**src/hdl/sfs_pkg.sv**
```systemverilog
// ----------------------------------------------------------------------------
// sfs_pkg
// Shared types and constants of the sprite frame sequencer: item kinds,
// register indexes, table size, controller states and the command and
// status groups between controller and datapath.
// ----------------------------------------------------------------------------
package sfs_pkg;

	// frame table size and derived widths
	localparam int MAX_FRAMES = 64;
	localparam int STEP_W     = $clog2(MAX_FRAMES);
	localparam int CMP_W      = 9;

	// fixed field widths
	localparam int FRAME_W = 8;
	localparam int COLS_W  = 8;
	localparam int DIM_W   = 11;
	localparam int DELAY_W = 8;
	localparam int LEN_W   = 7;
	localparam int CFG_W   = 11;
	localparam int CIDX_W  = 3;
	localparam int POS_W   = 16;
	localparam int SRC_W   = 15;
	localparam int PROD_W  = FRAME_W + DIM_W;

	// divider: two quotient bits per cycle
	localparam int BITS_PER_STEP = 2;
	localparam int DIV_STEPS     = FRAME_W / BITS_PER_STEP;
	localparam int DCNT_W        = $clog2(DIV_STEPS);

	localparam logic [SRC_W-1:0] SAT_LIMIT = '1;

	// item kinds
	localparam logic [1:0] KIND_LOAD    = 2'd0;
	localparam logic [1:0] KIND_DRAW    = 2'd1;
	localparam logic [1:0] KIND_RESTART = 2'd2;

	// register indexes
	localparam logic [CIDX_W-1:0] CFG_COLUMNS  = 3'd0;
	localparam logic [CIDX_W-1:0] CFG_FWIDTH   = 3'd1;
	localparam logic [CIDX_W-1:0] CFG_FHEIGHT  = 3'd2;
	localparam logic [CIDX_W-1:0] CFG_DELAY    = 3'd3;
	localparam logic [CIDX_W-1:0] CFG_SEQLEN   = 3'd4;

	typedef enum logic [2:0] {
		ST_IDLE,
		ST_FETCH,
		ST_DIV,
		ST_MUL,
		ST_DONE
	} sfs_state_t;

	typedef struct packed {
		logic in_ready;
		logic div_start;
		logic div_step;
		logic mul;
		logic load_out;
	} sfs_cmd_t;

	typedef struct packed {
		logic       in_valid;
		logic [1:0] in_kind;
		logic       out_free;
	} sfs_status_t;

endpackage

```
**src/hdl/sfs_item_if.sv**
```systemverilog
// ----------------------------------------------------------------------------
// sfs_item_if
// Input channel: load, draw and restart items with valid/ready handshake.
// ----------------------------------------------------------------------------
interface sfs_item_if import sfs_pkg::*; ();
	logic                    valid;
	logic                    ready;
	logic [1:0]              kind;
	logic [5:0]              entry_index;
	logic [FRAME_W-1:0]      entry_frame;
	logic signed [POS_W-1:0] pos_x;
	logic signed [POS_W-1:0] pos_y;
	logic signed [POS_W-1:0] pos_z;
	logic                    mirror;

	modport source (output valid, kind, entry_index, entry_frame, pos_x, pos_y, pos_z,
		mirror, input ready);
	modport sink (input valid, kind, entry_index, entry_frame, pos_x, pos_y, pos_z,
		mirror, output ready);
endinterface

```
**src/hdl/sfs_result_if.sv**
```systemverilog
// ----------------------------------------------------------------------------
// sfs_result_if
// Output channel: one draw result per beat with valid/ready handshake.
// ----------------------------------------------------------------------------
interface sfs_result_if import sfs_pkg::*; ();
	logic                    valid;
	logic                    ready;
	logic [SRC_W-1:0]        source_x;
	logic [SRC_W-1:0]        source_y;
	logic [5:0]              step_now;
	logic                    first_step;
	logic signed [POS_W-1:0] dest_x;
	logic signed [POS_W-1:0] dest_y;
	logic signed [POS_W-1:0] dest_z;
	logic                    mirror_out;

	modport source (output valid, source_x, source_y, step_now, first_step, dest_x,
		dest_y, dest_z, mirror_out, input ready);
	modport sink (input valid, source_x, source_y, step_now, first_step, dest_x,
		dest_y, dest_z, mirror_out, output ready);
endinterface

```
**src/hdl/sfs_ram.sv**
```systemverilog
// ----------------------------------------------------------------------------
// sfs_ram
// Generic single-write, single-read RAM with registered read data.
// ----------------------------------------------------------------------------
module sfs_ram #(
	parameter int WIDTH = 8,
	parameter int DEPTH = 64
) (
	input  logic                     clk,
	input  logic                     we,
	input  logic [$clog2(DEPTH)-1:0] waddr,
	input  logic [WIDTH-1:0]         wdata,
	input  logic                     re,
	input  logic [$clog2(DEPTH)-1:0] raddr,
	output logic [WIDTH-1:0]         rdata
);

	logic [WIDTH-1:0] mem_q [DEPTH];
	logic [WIDTH-1:0] rdata_q;

	// write port
	always_ff @(posedge clk) begin
		if (we) begin
			mem_q[waddr] <= wdata;
		end
	end

	// registered read port
	always_ff @(posedge clk) begin
		if (re) begin
			rdata_q <= mem_q[raddr];
		end
	end

	assign rdata = rdata_q;

endmodule

```
**src/hdl/sfs_ctrl.sv**
```systemverilog
// ----------------------------------------------------------------------------
// sfs_ctrl
// Sequencer for one draw: fetch the table entry, run the divider, form
// the products, then hand the result to the output register.
// ----------------------------------------------------------------------------
module sfs_ctrl import sfs_pkg::*; (
	input  logic        clk,
	input  logic        arst_n,
	input  sfs_status_t sts,
	output sfs_cmd_t    cmd
);

	sfs_state_t        state_q, state_d;
	logic [DCNT_W-1:0] div_cnt_q;

	// state register
	always_ff @(posedge clk or negedge arst_n) begin
		if (!arst_n) begin
			state_q <= ST_IDLE;
		end else begin
			state_q <= state_d;
		end
	end

	// count divider cycles
	always_ff @(posedge clk or negedge arst_n) begin
		if (!arst_n) begin
			div_cnt_q <= '0;
		end else if (state_q == ST_FETCH) begin
			div_cnt_q <= '0;
		end else if (state_q == ST_DIV) begin
			div_cnt_q <= div_cnt_q + DCNT_W'(1);
		end
	end

	// next state
	always_comb begin
		state_d = state_q;
		case (state_q)
			ST_IDLE: begin
				if (sts.in_valid && sts.in_kind == KIND_DRAW) begin
					state_d = ST_FETCH;
				end
			end
			ST_FETCH: state_d = ST_DIV;
			ST_DIV: begin
				if (div_cnt_q == DCNT_W'(DIV_STEPS - 1)) begin
					state_d = ST_MUL;
				end
			end
			ST_MUL: state_d = ST_DONE;
			ST_DONE: begin
				if (sts.out_free) begin
					state_d = ST_IDLE;
				end
			end
			default: state_d = ST_IDLE;
		endcase
	end

	// commands
	always_comb begin
		cmd = '0;
		case (state_q)
			ST_IDLE:  cmd.in_ready  = 1'b1;
			ST_FETCH: cmd.div_start = 1'b1;
			ST_DIV:   cmd.div_step  = 1'b1;
			ST_MUL:   cmd.mul       = 1'b1;
			ST_DONE:  cmd.load_out  = sts.out_free;
			default:  cmd = '0;
		endcase
	end

	// a draw always takes the fixed fetch/divide/multiply path
	a_draw_fetch: assert property (@(posedge clk) disable iff (!arst_n)
		(state_q == ST_IDLE && sts.in_valid && sts.in_kind == KIND_DRAW)
		|=> state_q == ST_FETCH)
		else $error("draw accepted without entering fetch");

	a_div_length: assert property (@(posedge clk) disable iff (!arst_n)
		state_q == ST_FETCH |-> ##(DIV_STEPS + 1) state_q == ST_MUL)
		else $error("divider did not run its fixed step count");

endmodule

```
**src/hdl/sfs_dp.sv**
```systemverilog
// ----------------------------------------------------------------------------
// sfs_dp
// Datapath: configuration registers, step and delay counters, frame table,
// two-bit-per-cycle divider by columns, products and output register.
// ----------------------------------------------------------------------------
module sfs_dp import sfs_pkg::*; (
	input  logic              clk,
	input  logic              arst_n,
	input  logic              cfg_we,
	input  logic [CIDX_W-1:0] cfg_index,
	input  logic [CFG_W-1:0]  cfg_data,
	input  sfs_cmd_t          cmd,
	output sfs_status_t       sts,
	sfs_item_if.sink          items,
	sfs_result_if.source      results
);

	// configuration
	logic [COLS_W-1:0]  cols_q;
	logic [DIM_W-1:0]   fwidth_q;
	logic [DIM_W-1:0]   fheight_q;
	logic [DELAY_W-1:0] delay_q;
	logic [LEN_W-1:0]   seqlen_q;

	// sequencing state
	logic [STEP_W-1:0]  step_q;
	logic [DELAY_W-1:0] dcnt_q;

	// captured draw fields
	logic [STEP_W-1:0]       step_now_q;
	logic signed [POS_W-1:0] pos_x_q, pos_y_q, pos_z_q;
	logic                    mirror_q;

	// divider and products
	logic [FRAME_W-1:0] rem_q, quo_q;
	logic [PROD_W-1:0]  prod_x_q, prod_y_q;

	// output register
	logic                    out_valid_q;
	logic [SRC_W-1:0]        src_x_q, src_y_q;
	logic [5:0]              out_step_q;
	logic                    out_first_q;
	logic signed [POS_W-1:0] out_x_q, out_y_q, out_z_q;
	logic                    out_mirror_q;

	logic               accept;
	logic               is_draw;
	logic               ram_we;
	logic [FRAME_W-1:0] ram_rdata;
	logic [COLS_W-1:0]  cols_eff;
	logic [CMP_W-1:0]   dsum;
	logic [CMP_W-1:0]   next_step;
	logic [CMP_W-1:0]   eff_len;
	logic [2*FRAME_W-1:0] div_next;

	// one divider cycle: BITS_PER_STEP restoring steps
	function automatic logic [2*FRAME_W-1:0] div_iter(
		input logic [FRAME_W-1:0] rem_in,
		input logic [FRAME_W-1:0] quo_in,
		input logic [COLS_W-1:0]  divisor
	);
		logic [FRAME_W-1:0] rem;
		logic [FRAME_W-1:0] quo;
		logic [FRAME_W:0]   trial;
		rem = rem_in;
		quo = quo_in;
		for (int i = 0; i < BITS_PER_STEP; i++) begin
			trial = {rem, quo[FRAME_W-1]};
			quo   = {quo[FRAME_W-2:0], 1'b0};
			if (trial >= {1'b0, divisor}) begin
				rem    = FRAME_W'(trial - {1'b0, divisor});
				quo[0] = 1'b1;
			end else begin
				rem = trial[FRAME_W-1:0];
			end
		end
		return {rem, quo};
	endfunction

	assign accept   = items.valid && cmd.in_ready;
	assign is_draw  = items.kind == KIND_DRAW;
	assign ram_we   = accept && items.kind == KIND_LOAD
		&& CMP_W'(items.entry_index) < CMP_W'(MAX_FRAMES);
	assign cols_eff = (cols_q == '0) ? COLS_W'(1) : cols_q;
	assign div_next = div_iter(rem_q, quo_q, cols_eff);

	// effective sequence length and advance arithmetic
	always_comb begin
		eff_len = CMP_W'(seqlen_q);
		if (seqlen_q == '0) begin
			eff_len = CMP_W'(1);
		end else if (CMP_W'(seqlen_q) > CMP_W'(MAX_FRAMES)) begin
			eff_len = CMP_W'(MAX_FRAMES);
		end
		dsum      = CMP_W'(dcnt_q) + CMP_W'(1);
		next_step = CMP_W'(step_q) + CMP_W'(1);
	end

	assign sts.in_valid = items.valid;
	assign sts.in_kind  = items.kind;
	assign sts.out_free = !out_valid_q || results.ready;
	assign items.ready  = cmd.in_ready;

	// configuration writes
	always_ff @(posedge clk or negedge arst_n) begin
		if (!arst_n) begin
			cols_q    <= COLS_W'(1);
			fwidth_q  <= '0;
			fheight_q <= '0;
			delay_q   <= '0;
			seqlen_q  <= LEN_W'(1);
		end else if (cfg_we) begin
			case (cfg_index)
				CFG_COLUMNS: cols_q    <= cfg_data[COLS_W-1:0];
				CFG_FWIDTH:  fwidth_q  <= cfg_data[DIM_W-1:0];
				CFG_FHEIGHT: fheight_q <= cfg_data[DIM_W-1:0];
				CFG_DELAY:   delay_q   <= cfg_data[DELAY_W-1:0];
				CFG_SEQLEN:  seqlen_q  <= cfg_data[LEN_W-1:0];
				default: ;
			endcase
		end
	end

	// restart clears, draw advances step and delay counters
	always_ff @(posedge clk or negedge arst_n) begin
		if (!arst_n) begin
			step_q <= '0;
			dcnt_q <= '0;
		end else if (accept && items.kind == KIND_RESTART) begin
			step_q <= '0;
			dcnt_q <= '0;
		end else if (accept && is_draw) begin
			if (dsum >= CMP_W'(delay_q)) begin
				step_q <= (next_step >= eff_len) ? '0 : STEP_W'(next_step);
				dcnt_q <= '0;
			end else begin
				dcnt_q <= dsum[DELAY_W-1:0];
			end
		end
	end

	// capture draw payload
	always_ff @(posedge clk) begin
		if (accept && is_draw) begin
			step_now_q <= step_q;
			pos_x_q    <= items.pos_x;
			pos_y_q    <= items.pos_y;
			pos_z_q    <= items.pos_z;
			mirror_q   <= items.mirror;
		end
	end

	sfs_ram #(
		.WIDTH(FRAME_W),
		.DEPTH(MAX_FRAMES)
	) u_table (
		.clk  (clk),
		.we   (ram_we),
		.waddr(STEP_W'(items.entry_index)),
		.wdata(items.entry_frame),
		.re   (accept && is_draw),
		.raddr(step_q),
		.rdata(ram_rdata)
	);

	// divide frame by columns, then scale both parts
	always_ff @(posedge clk) begin
		if (cmd.div_start) begin
			rem_q <= '0;
			quo_q <= ram_rdata;
		end else if (cmd.div_step) begin
			rem_q <= div_next[2*FRAME_W-1:FRAME_W];
			quo_q <= div_next[FRAME_W-1:0];
		end
		if (cmd.mul) begin
			prod_x_q <= PROD_W'(rem_q) * PROD_W'(fwidth_q);
			prod_y_q <= PROD_W'(quo_q) * PROD_W'(fheight_q);
		end
	end

	// output valid: set on load, drop on a taken beat
	always_ff @(posedge clk or negedge arst_n) begin
		if (!arst_n) begin
			out_valid_q <= 1'b0;
		end else if (cmd.load_out) begin
			out_valid_q <= 1'b1;
		end else if (results.ready) begin
			out_valid_q <= 1'b0;
		end
	end

	// output payload, saturated origin
	always_ff @(posedge clk) begin
		if (cmd.load_out) begin
			src_x_q      <= (prod_x_q > PROD_W'(SAT_LIMIT)) ? SAT_LIMIT
				: prod_x_q[SRC_W-1:0];
			src_y_q      <= (prod_y_q > PROD_W'(SAT_LIMIT)) ? SAT_LIMIT
				: prod_y_q[SRC_W-1:0];
			out_step_q   <= 6'(step_now_q);
			out_first_q  <= step_now_q == '0;
			out_x_q      <= pos_x_q;
			out_y_q      <= pos_y_q;
			out_z_q      <= pos_z_q;
			out_mirror_q <= mirror_q;
		end
	end

	assign results.valid      = out_valid_q;
	assign results.source_x   = src_x_q;
	assign results.source_y   = src_y_q;
	assign results.step_now   = out_step_q;
	assign results.first_step = out_first_q;
	assign results.dest_x     = out_x_q;
	assign results.dest_y     = out_y_q;
	assign results.dest_z     = out_z_q;
	assign results.mirror_out = out_mirror_q;

	// remainder stays below the divisor through the division
	a_rem_bound: assert property (@(posedge clk) disable iff (!arst_n)
		cmd.div_step |=> rem_q < cols_eff)
		else $error("divider remainder not below column count");

	a_step_bound: assert property (@(posedge clk) disable iff (!arst_n)
		CMP_W'(step_q) < CMP_W'(MAX_FRAMES))
		else $error("step index beyond frame table");

endmodule

```
**src/hdl/sprite_frame_sequencer_unit.sv**
```systemverilog
// ----------------------------------------------------------------------------
// sprite_frame_sequencer_unit
// A draw passes table read, divider load, the two-bit-per-cycle divider,
// multiply and output load, which waits for a free output register; no
// item is taken until then. Load and restart items are taken one per
// cycle while idle and give no result. Asynchronous reset clears counters,
// configuration, control state and output valid; payload registers are
// not, and the frame table is not cleared and must be loaded before use.
// ----------------------------------------------------------------------------
module sprite_frame_sequencer_unit import sfs_pkg::*; (
	input  logic              clk,
	input  logic              arst_n,
	input  logic              cfg_we,
	input  logic [CIDX_W-1:0] cfg_index,
	input  logic [CFG_W-1:0]  cfg_data,
	sfs_item_if.sink          items,
	sfs_result_if.source      results
);

	sfs_cmd_t    cmd;
	sfs_status_t sts;

	sfs_ctrl u_ctrl (
		.clk   (clk),
		.arst_n(arst_n),
		.sts   (sts),
		.cmd   (cmd)
	);

	sfs_dp u_dp (
		.clk      (clk),
		.arst_n   (arst_n),
		.cfg_we   (cfg_we),
		.cfg_index(cfg_index),
		.cfg_data (cfg_data),
		.cmd      (cmd),
		.sts      (sts),
		.items    (items),
		.results  (results)
	);

endmodule

```
**src/flat_wrapper.sv**
```systemverilog
// flat-port wrapper written by rule: the top's interface ports become plain ports
module sprite_frame_sequencer_unit_flat import sfs_pkg::*;
  (clk, arst_n, cfg_we, cfg_index, cfg_data, items_valid, items_kind, items_entry_index, items_entry_frame, items_pos_x, items_pos_y, items_pos_z, items_mirror, items_ready, results_valid, results_source_x, results_source_y, results_step_now, results_first_step, results_dest_x, results_dest_y, results_dest_z, results_mirror_out, results_ready);
  sfs_item_if items_i ();
  sfs_result_if results_i ();
  input  logic clk;
  input  logic arst_n;
  input  logic cfg_we;
  input  logic [CIDX_W-1:0] cfg_index;
  input  logic [CFG_W-1:0] cfg_data;
  input wire logic [$bits(items_i.valid)-1:0] items_valid;
  input wire logic [$bits(items_i.kind)-1:0] items_kind;
  input wire logic [$bits(items_i.entry_index)-1:0] items_entry_index;
  input wire logic [$bits(items_i.entry_frame)-1:0] items_entry_frame;
  input wire logic [$bits(items_i.pos_x)-1:0] items_pos_x;
  input wire logic [$bits(items_i.pos_y)-1:0] items_pos_y;
  input wire logic [$bits(items_i.pos_z)-1:0] items_pos_z;
  input wire logic [$bits(items_i.mirror)-1:0] items_mirror;
  output wire logic [$bits(items_i.ready)-1:0] items_ready;
  output wire logic [$bits(results_i.valid)-1:0] results_valid;
  output wire logic [$bits(results_i.source_x)-1:0] results_source_x;
  output wire logic [$bits(results_i.source_y)-1:0] results_source_y;
  output wire logic [$bits(results_i.step_now)-1:0] results_step_now;
  output wire logic [$bits(results_i.first_step)-1:0] results_first_step;
  output wire logic [$bits(results_i.dest_x)-1:0] results_dest_x;
  output wire logic [$bits(results_i.dest_y)-1:0] results_dest_y;
  output wire logic [$bits(results_i.dest_z)-1:0] results_dest_z;
  output wire logic [$bits(results_i.mirror_out)-1:0] results_mirror_out;
  input wire logic [$bits(results_i.ready)-1:0] results_ready;
  assign items_i.valid = items_valid;
  assign items_i.kind = items_kind;
  assign items_i.entry_index = items_entry_index;
  assign items_i.entry_frame = items_entry_frame;
  assign items_i.pos_x = items_pos_x;
  assign items_i.pos_y = items_pos_y;
  assign items_i.pos_z = items_pos_z;
  assign items_i.mirror = items_mirror;
  assign items_ready = items_i.ready;
  assign results_valid = results_i.valid;
  assign results_source_x = results_i.source_x;
  assign results_source_y = results_i.source_y;
  assign results_step_now = results_i.step_now;
  assign results_first_step = results_i.first_step;
  assign results_dest_x = results_i.dest_x;
  assign results_dest_y = results_i.dest_y;
  assign results_dest_z = results_i.dest_z;
  assign results_mirror_out = results_i.mirror_out;
  assign results_i.ready = results_ready;
  sprite_frame_sequencer_unit u_core (.clk(clk), .arst_n(arst_n), .cfg_we(cfg_we), .cfg_index(cfg_index), .cfg_data(cfg_data), .items(items_i), .results(results_i));
endmodule
```
**config.mk**
```make
export PLATFORM = sky130hd
export DESIGN_NAME = sprite_frame_sequencer_unit_flat
export DESIGN_NICKNAME = d
export VERILOG_FILES = /design/src/hdl/sfs_pkg.sv /design/src/hdl/sfs_item_if.sv /design/src/hdl/sfs_result_if.sv /design/src/hdl/sfs_ram.sv /design/src/hdl/sfs_ctrl.sv /design/src/hdl/sfs_dp.sv /design/src/hdl/sprite_frame_sequencer_unit.sv /design/src/flat_wrapper.sv
export SDC_FILE = /design/constraint.sdc
export NUM_CORES = 1
export LEC_CHECK = 0
export BUFFER_PORTS_ARGS = -buffer_cell sky130_fd_sc_hd__buf_4
export CAP_MARGIN = 10
export CELL_PAD_IN_SITES_DETAIL_PLACEMENT = 0
export CELL_PAD_IN_SITES_GLOBAL_PLACEMENT = 2
export CORE_MARGIN = 10
export CORE_UTILIZATION = 51
export CTS_BUF_LIST = sky130_fd_sc_hd__clkbuf_8
export CTS_CLUSTER_DIAMETER = 30
export CTS_CLUSTER_SIZE = 16
export DETAILED_ROUTE_END_ITERATION = 7
export GPL_TIMING_DRIVEN = 0
export PLACE_DENSITY_LB_ADDON = 0.1
export SETUP_SLACK_MARGIN = 0.05
export SLEW_MARGIN = 10
export SYNTH_ARGS = -nofsm -noshare
export SYNTH_HDL_FRONTEND = slang
export SYNTH_SLANG_ARGS = --single-unit
```
**constraint.sdc**
```tcl
create_clock -name clk -period 8.46 [get_ports clk]
set_input_delay 0.846 -clock clk [delete_from_list [all_inputs] [get_ports clk]]
set_output_delay 0.846 -clock clk [all_outputs]
set_load 0.1 [all_outputs]
```
==> results.tsv <==
metric	value	unit
r2r_setup_slack	3430	ps
grt_setup_unrepaired	no	
synth.net_count	2543	
path_clk_slew	50	ps
max_freq	0.199	GHz
required	9000	ps
finalSetupViolCount	0	
die_w	285	µm
ant_nets	0	
yosysTopAreaCellShare	0.591	
crit_path_frequent_cell	fa_1	
synth_area_leaders	edfxtp_1 (59%), mux4_2 (8.0%), fa_1 (6.1%)	
drt_iter0_markers	1503	
fin_nets	2865	
cts-resized-gates	0	
clk_latency	830	ps
hold_class	input pin to asynchronous set/reset pin	
drtPass1Iterations	5	
synth.most_common_cell	edfxtp_1	
hold_viol	0	
status	finished, final reports clean	
synth_common_cells	edfxtp_1 (707), inv_1 (166), nand2_1 (129), mux4_2 (128), and2_1 (115)	
die-area	81400	µm²
grt_first_pass_wirelength	127000	µm
synthArstFlopShare	0.0833	
totalNegativeSetupSlack	0	ps
crit_path_start_kind	flip-flop	
yosysWarnings	0	
critical-path-max-stage-delay	550	ps
synthDominantAreaCellType	edfxtp_1	
synth-seq-cells	780	
fp-row-count	97	
port_buffers	168	
dp_hpwl	56400	µm
htreeDepth	4	
cp_data_arrival_time	5570	ps
finalCritPeriodShare	0.594	
path_buf_inv	5	
synth.cell_area	35900	µm²
postLayoutCellArea	41800	µm²
drive_gt1_frac	0.238	
vias_per_cell	5.49	
initial_utilization	0.514	
cts_hold_buf	0	
worst_pin_slew	1160	ps
fin_crit	5030	ps
clock-root-buffer	clkbuf_8	
area_growth	16.3	%
wl_per_cell	22.8	µm
vias	19903	
cts_setup_buffers	0	
p_leak	15.2	nW
route.detailed.drc	0	
grt_usage	0.207	
synth_cell_types	74	
vdd_drop_max	0.000343	V
crit_fanout	10	
cap_violations	0	
crit_path_start	u_core.u_dp.rem_q[2]	
antenna_found_initial	1	
end_kind	flip-flop	
synthFlopType	edfxtp_1	
core	69900	µm²
grt_start_max_net_pins	66	
path_delay_family	adder cells	
cts_tree	built	
path_cells	clkbuf_1, nand2_1, fa_1, inv_1, fa_1, inv_1, fa_1, inv_1, fa_1, ha_1, buf_1, a2111o_1, a41o_1, nand2_1, o21ai_0, a21oi_1, xnor2_1	
grt_overflow	0	
numClockSinks	780	
worst-setup-path-type	flip-flop to flip-flop	
worst_clock_skew	50.8	ps
postSynthAreaPerCell	16.1	µm²
syn_inst	2237	
ys_seq_area_frac	0.641	
die_h	285	µm
place.gp.congestion	0.818	
synth_edf_count	707	
io_pins	172	
drv_slew	0	
clockBufferDepth	3	
wirelength	82700	µm
placed_area	38500	µm²
r2r-start	u_core.u_dp.rem_q[2]	
cellPowerDensity	395	nW/µm²
numCtsBuffers	147	
cp_slowest_cell	fa_1	
grt_pass1_vias	20874	
timing.slew.headroom	0.220	
## cells in the final DEF (no fill, tap or decap), types with 9 or more instances in the layout
master,synthesis,layout
dfrtp_1,63,63
clkinv_4,0,13
clkinv_1,0,17
o21ai_1,14,14
xnor2_1,30,30
inv_1,166,181
inv_6,0,14
mux2_2,50,50
o21ai_0,38,38
o21a_1,15,15
o221ai_1,16,16
nor3_1,18,18
a21oi_1,46,46
ha_1,112,112
clkinvlp_4,0,18
clkbuf_1,52,52
nand2b_1,53,53
buf_6,9,9
buf_4,6,174
a21o_1,12,12
o22ai_1,32,32
mux2i_1,36,36
and2_1,115,115
nand2_1,129,129
fa_1,110,110
xor2_1,16,16
nor2_1,112,111
buf_1,10,10
edfxtp_1,707,707
clkbuf_8,0,148
buf_2,9,10
clkinv_2,0,19
mux4_2,128,128
nand3_1,18,18
bufinv_16,0,16
## state kept, by name, indices dropped and copies added (netlist names), 7 cells and up
signal	flops
u_core.u_dp.pos_y_q	16
u_core.u_dp.prod_y_q	19
u_core.u_dp.quo_q	8
u_core.u_dp.results.dest_y	16
u_core.u_dp.fheight_q	11
u_core.u_dp.u_table.rdata	8
u_core.u_dp.u_table.mem_q	512
u_core.u_dp.dcnt_q	8
u_core.u_dp.rem_q	8
u_core.u_dp.prod_x_q	19
u_core.u_dp.results.source_x	15
u_core.u_dp.cols_q	8
u_core.u_dp.delay_q	8
u_core.u_dp.seqlen_q	7
u_core.u_dp.results.dest_z	16
u_core.u_dp.results.source_y	15
u_core.u_dp.results.dest_x	16
u_core.u_dp.pos_z_q	16
u_core.u_dp.pos_x_q	16
u_core.u_dp.fwidth_q	11
## power by group
group	switching, W	internal, W
Clock	0.00178	0.00223
Combinational	0.00421	0.00337
Sequential	0.000173	0.00474
## final cells by class
type	instances	area (µm²)
plain buffers	86	424
clock buffers	148	2040
fillers	5388	28100
diodes	1	2.50
flip-flops and latches	780	23000
inverters	167	627
repair buffers	173	1370
clock inverters	125	1260
multi-input cells	1204	11900
well taps	940	1180
## final timing paths
kind                                                       to  cells after the start
worst max-delay path                 u_core.u_dp.prod_x_q[18]                     17
worst min-delay path                  u_core.u_dp.fwidth_q[9]                      1
worst max register to register       u_core.u_dp.prod_x_q[18]                     17
worst min register to register  u_core.u_dp.results.dest_z[3]                      0
max in group asynchronous            u_core.u_dp.fheight_q[9]                      1
min in group clk                      u_core.u_dp.pos_y_q[14]                      1
## routing by layer
layer | GRT usage | wire length (µm) | up-vias | part of all wire
li1 | - | - | 9036 | -
met1 | 0.272 | 34700 | 10154 | 0.42
met2 | 0.341 | 41400 | 592 | 0.50
met3 | 0.0440 | 4710 | 121 | 0.057
met4 | 0.0662 | 1880 | 0 | 0.023
met5 | 0 | 0 | - | 0
## cells by family after synthesis
group	Yosys count	synth area share
adders and majority gates	222	0.100
muxes	214	0.106
xor gates and xnor gates	46	0.0112
and+or+nand+nor	488	0.0685
buffers and inverters	253	0.0293
DFF	780	0.641
AOI/OAI and AO/OA	234	0.0437
## metrics by stage
| stage | hold WS (ps) | util | power [W] | setup slack [ps] | instances |
|---|---|---|---|---|---|
| floorplan | 400 | - | 0.0108 | 3950 | 2237 |
| global placement | 400 | 0.549 | 0.0126 | 2470 | 3345 |
| detailed placement | 405 | 0.550 | 0.0127 | 3460 | 3350 |
| CTS | 123 | 0.598 | 0.0167 | 3450 | 3623 |
| global route | 127 | 0.598 | 0.0179 | 3210 | 3624 |
| finish | 162 | 0.598 | 0.0165 | 3430 | 3624 |
No activity file was read; power rests on OpenSTA's default activity.
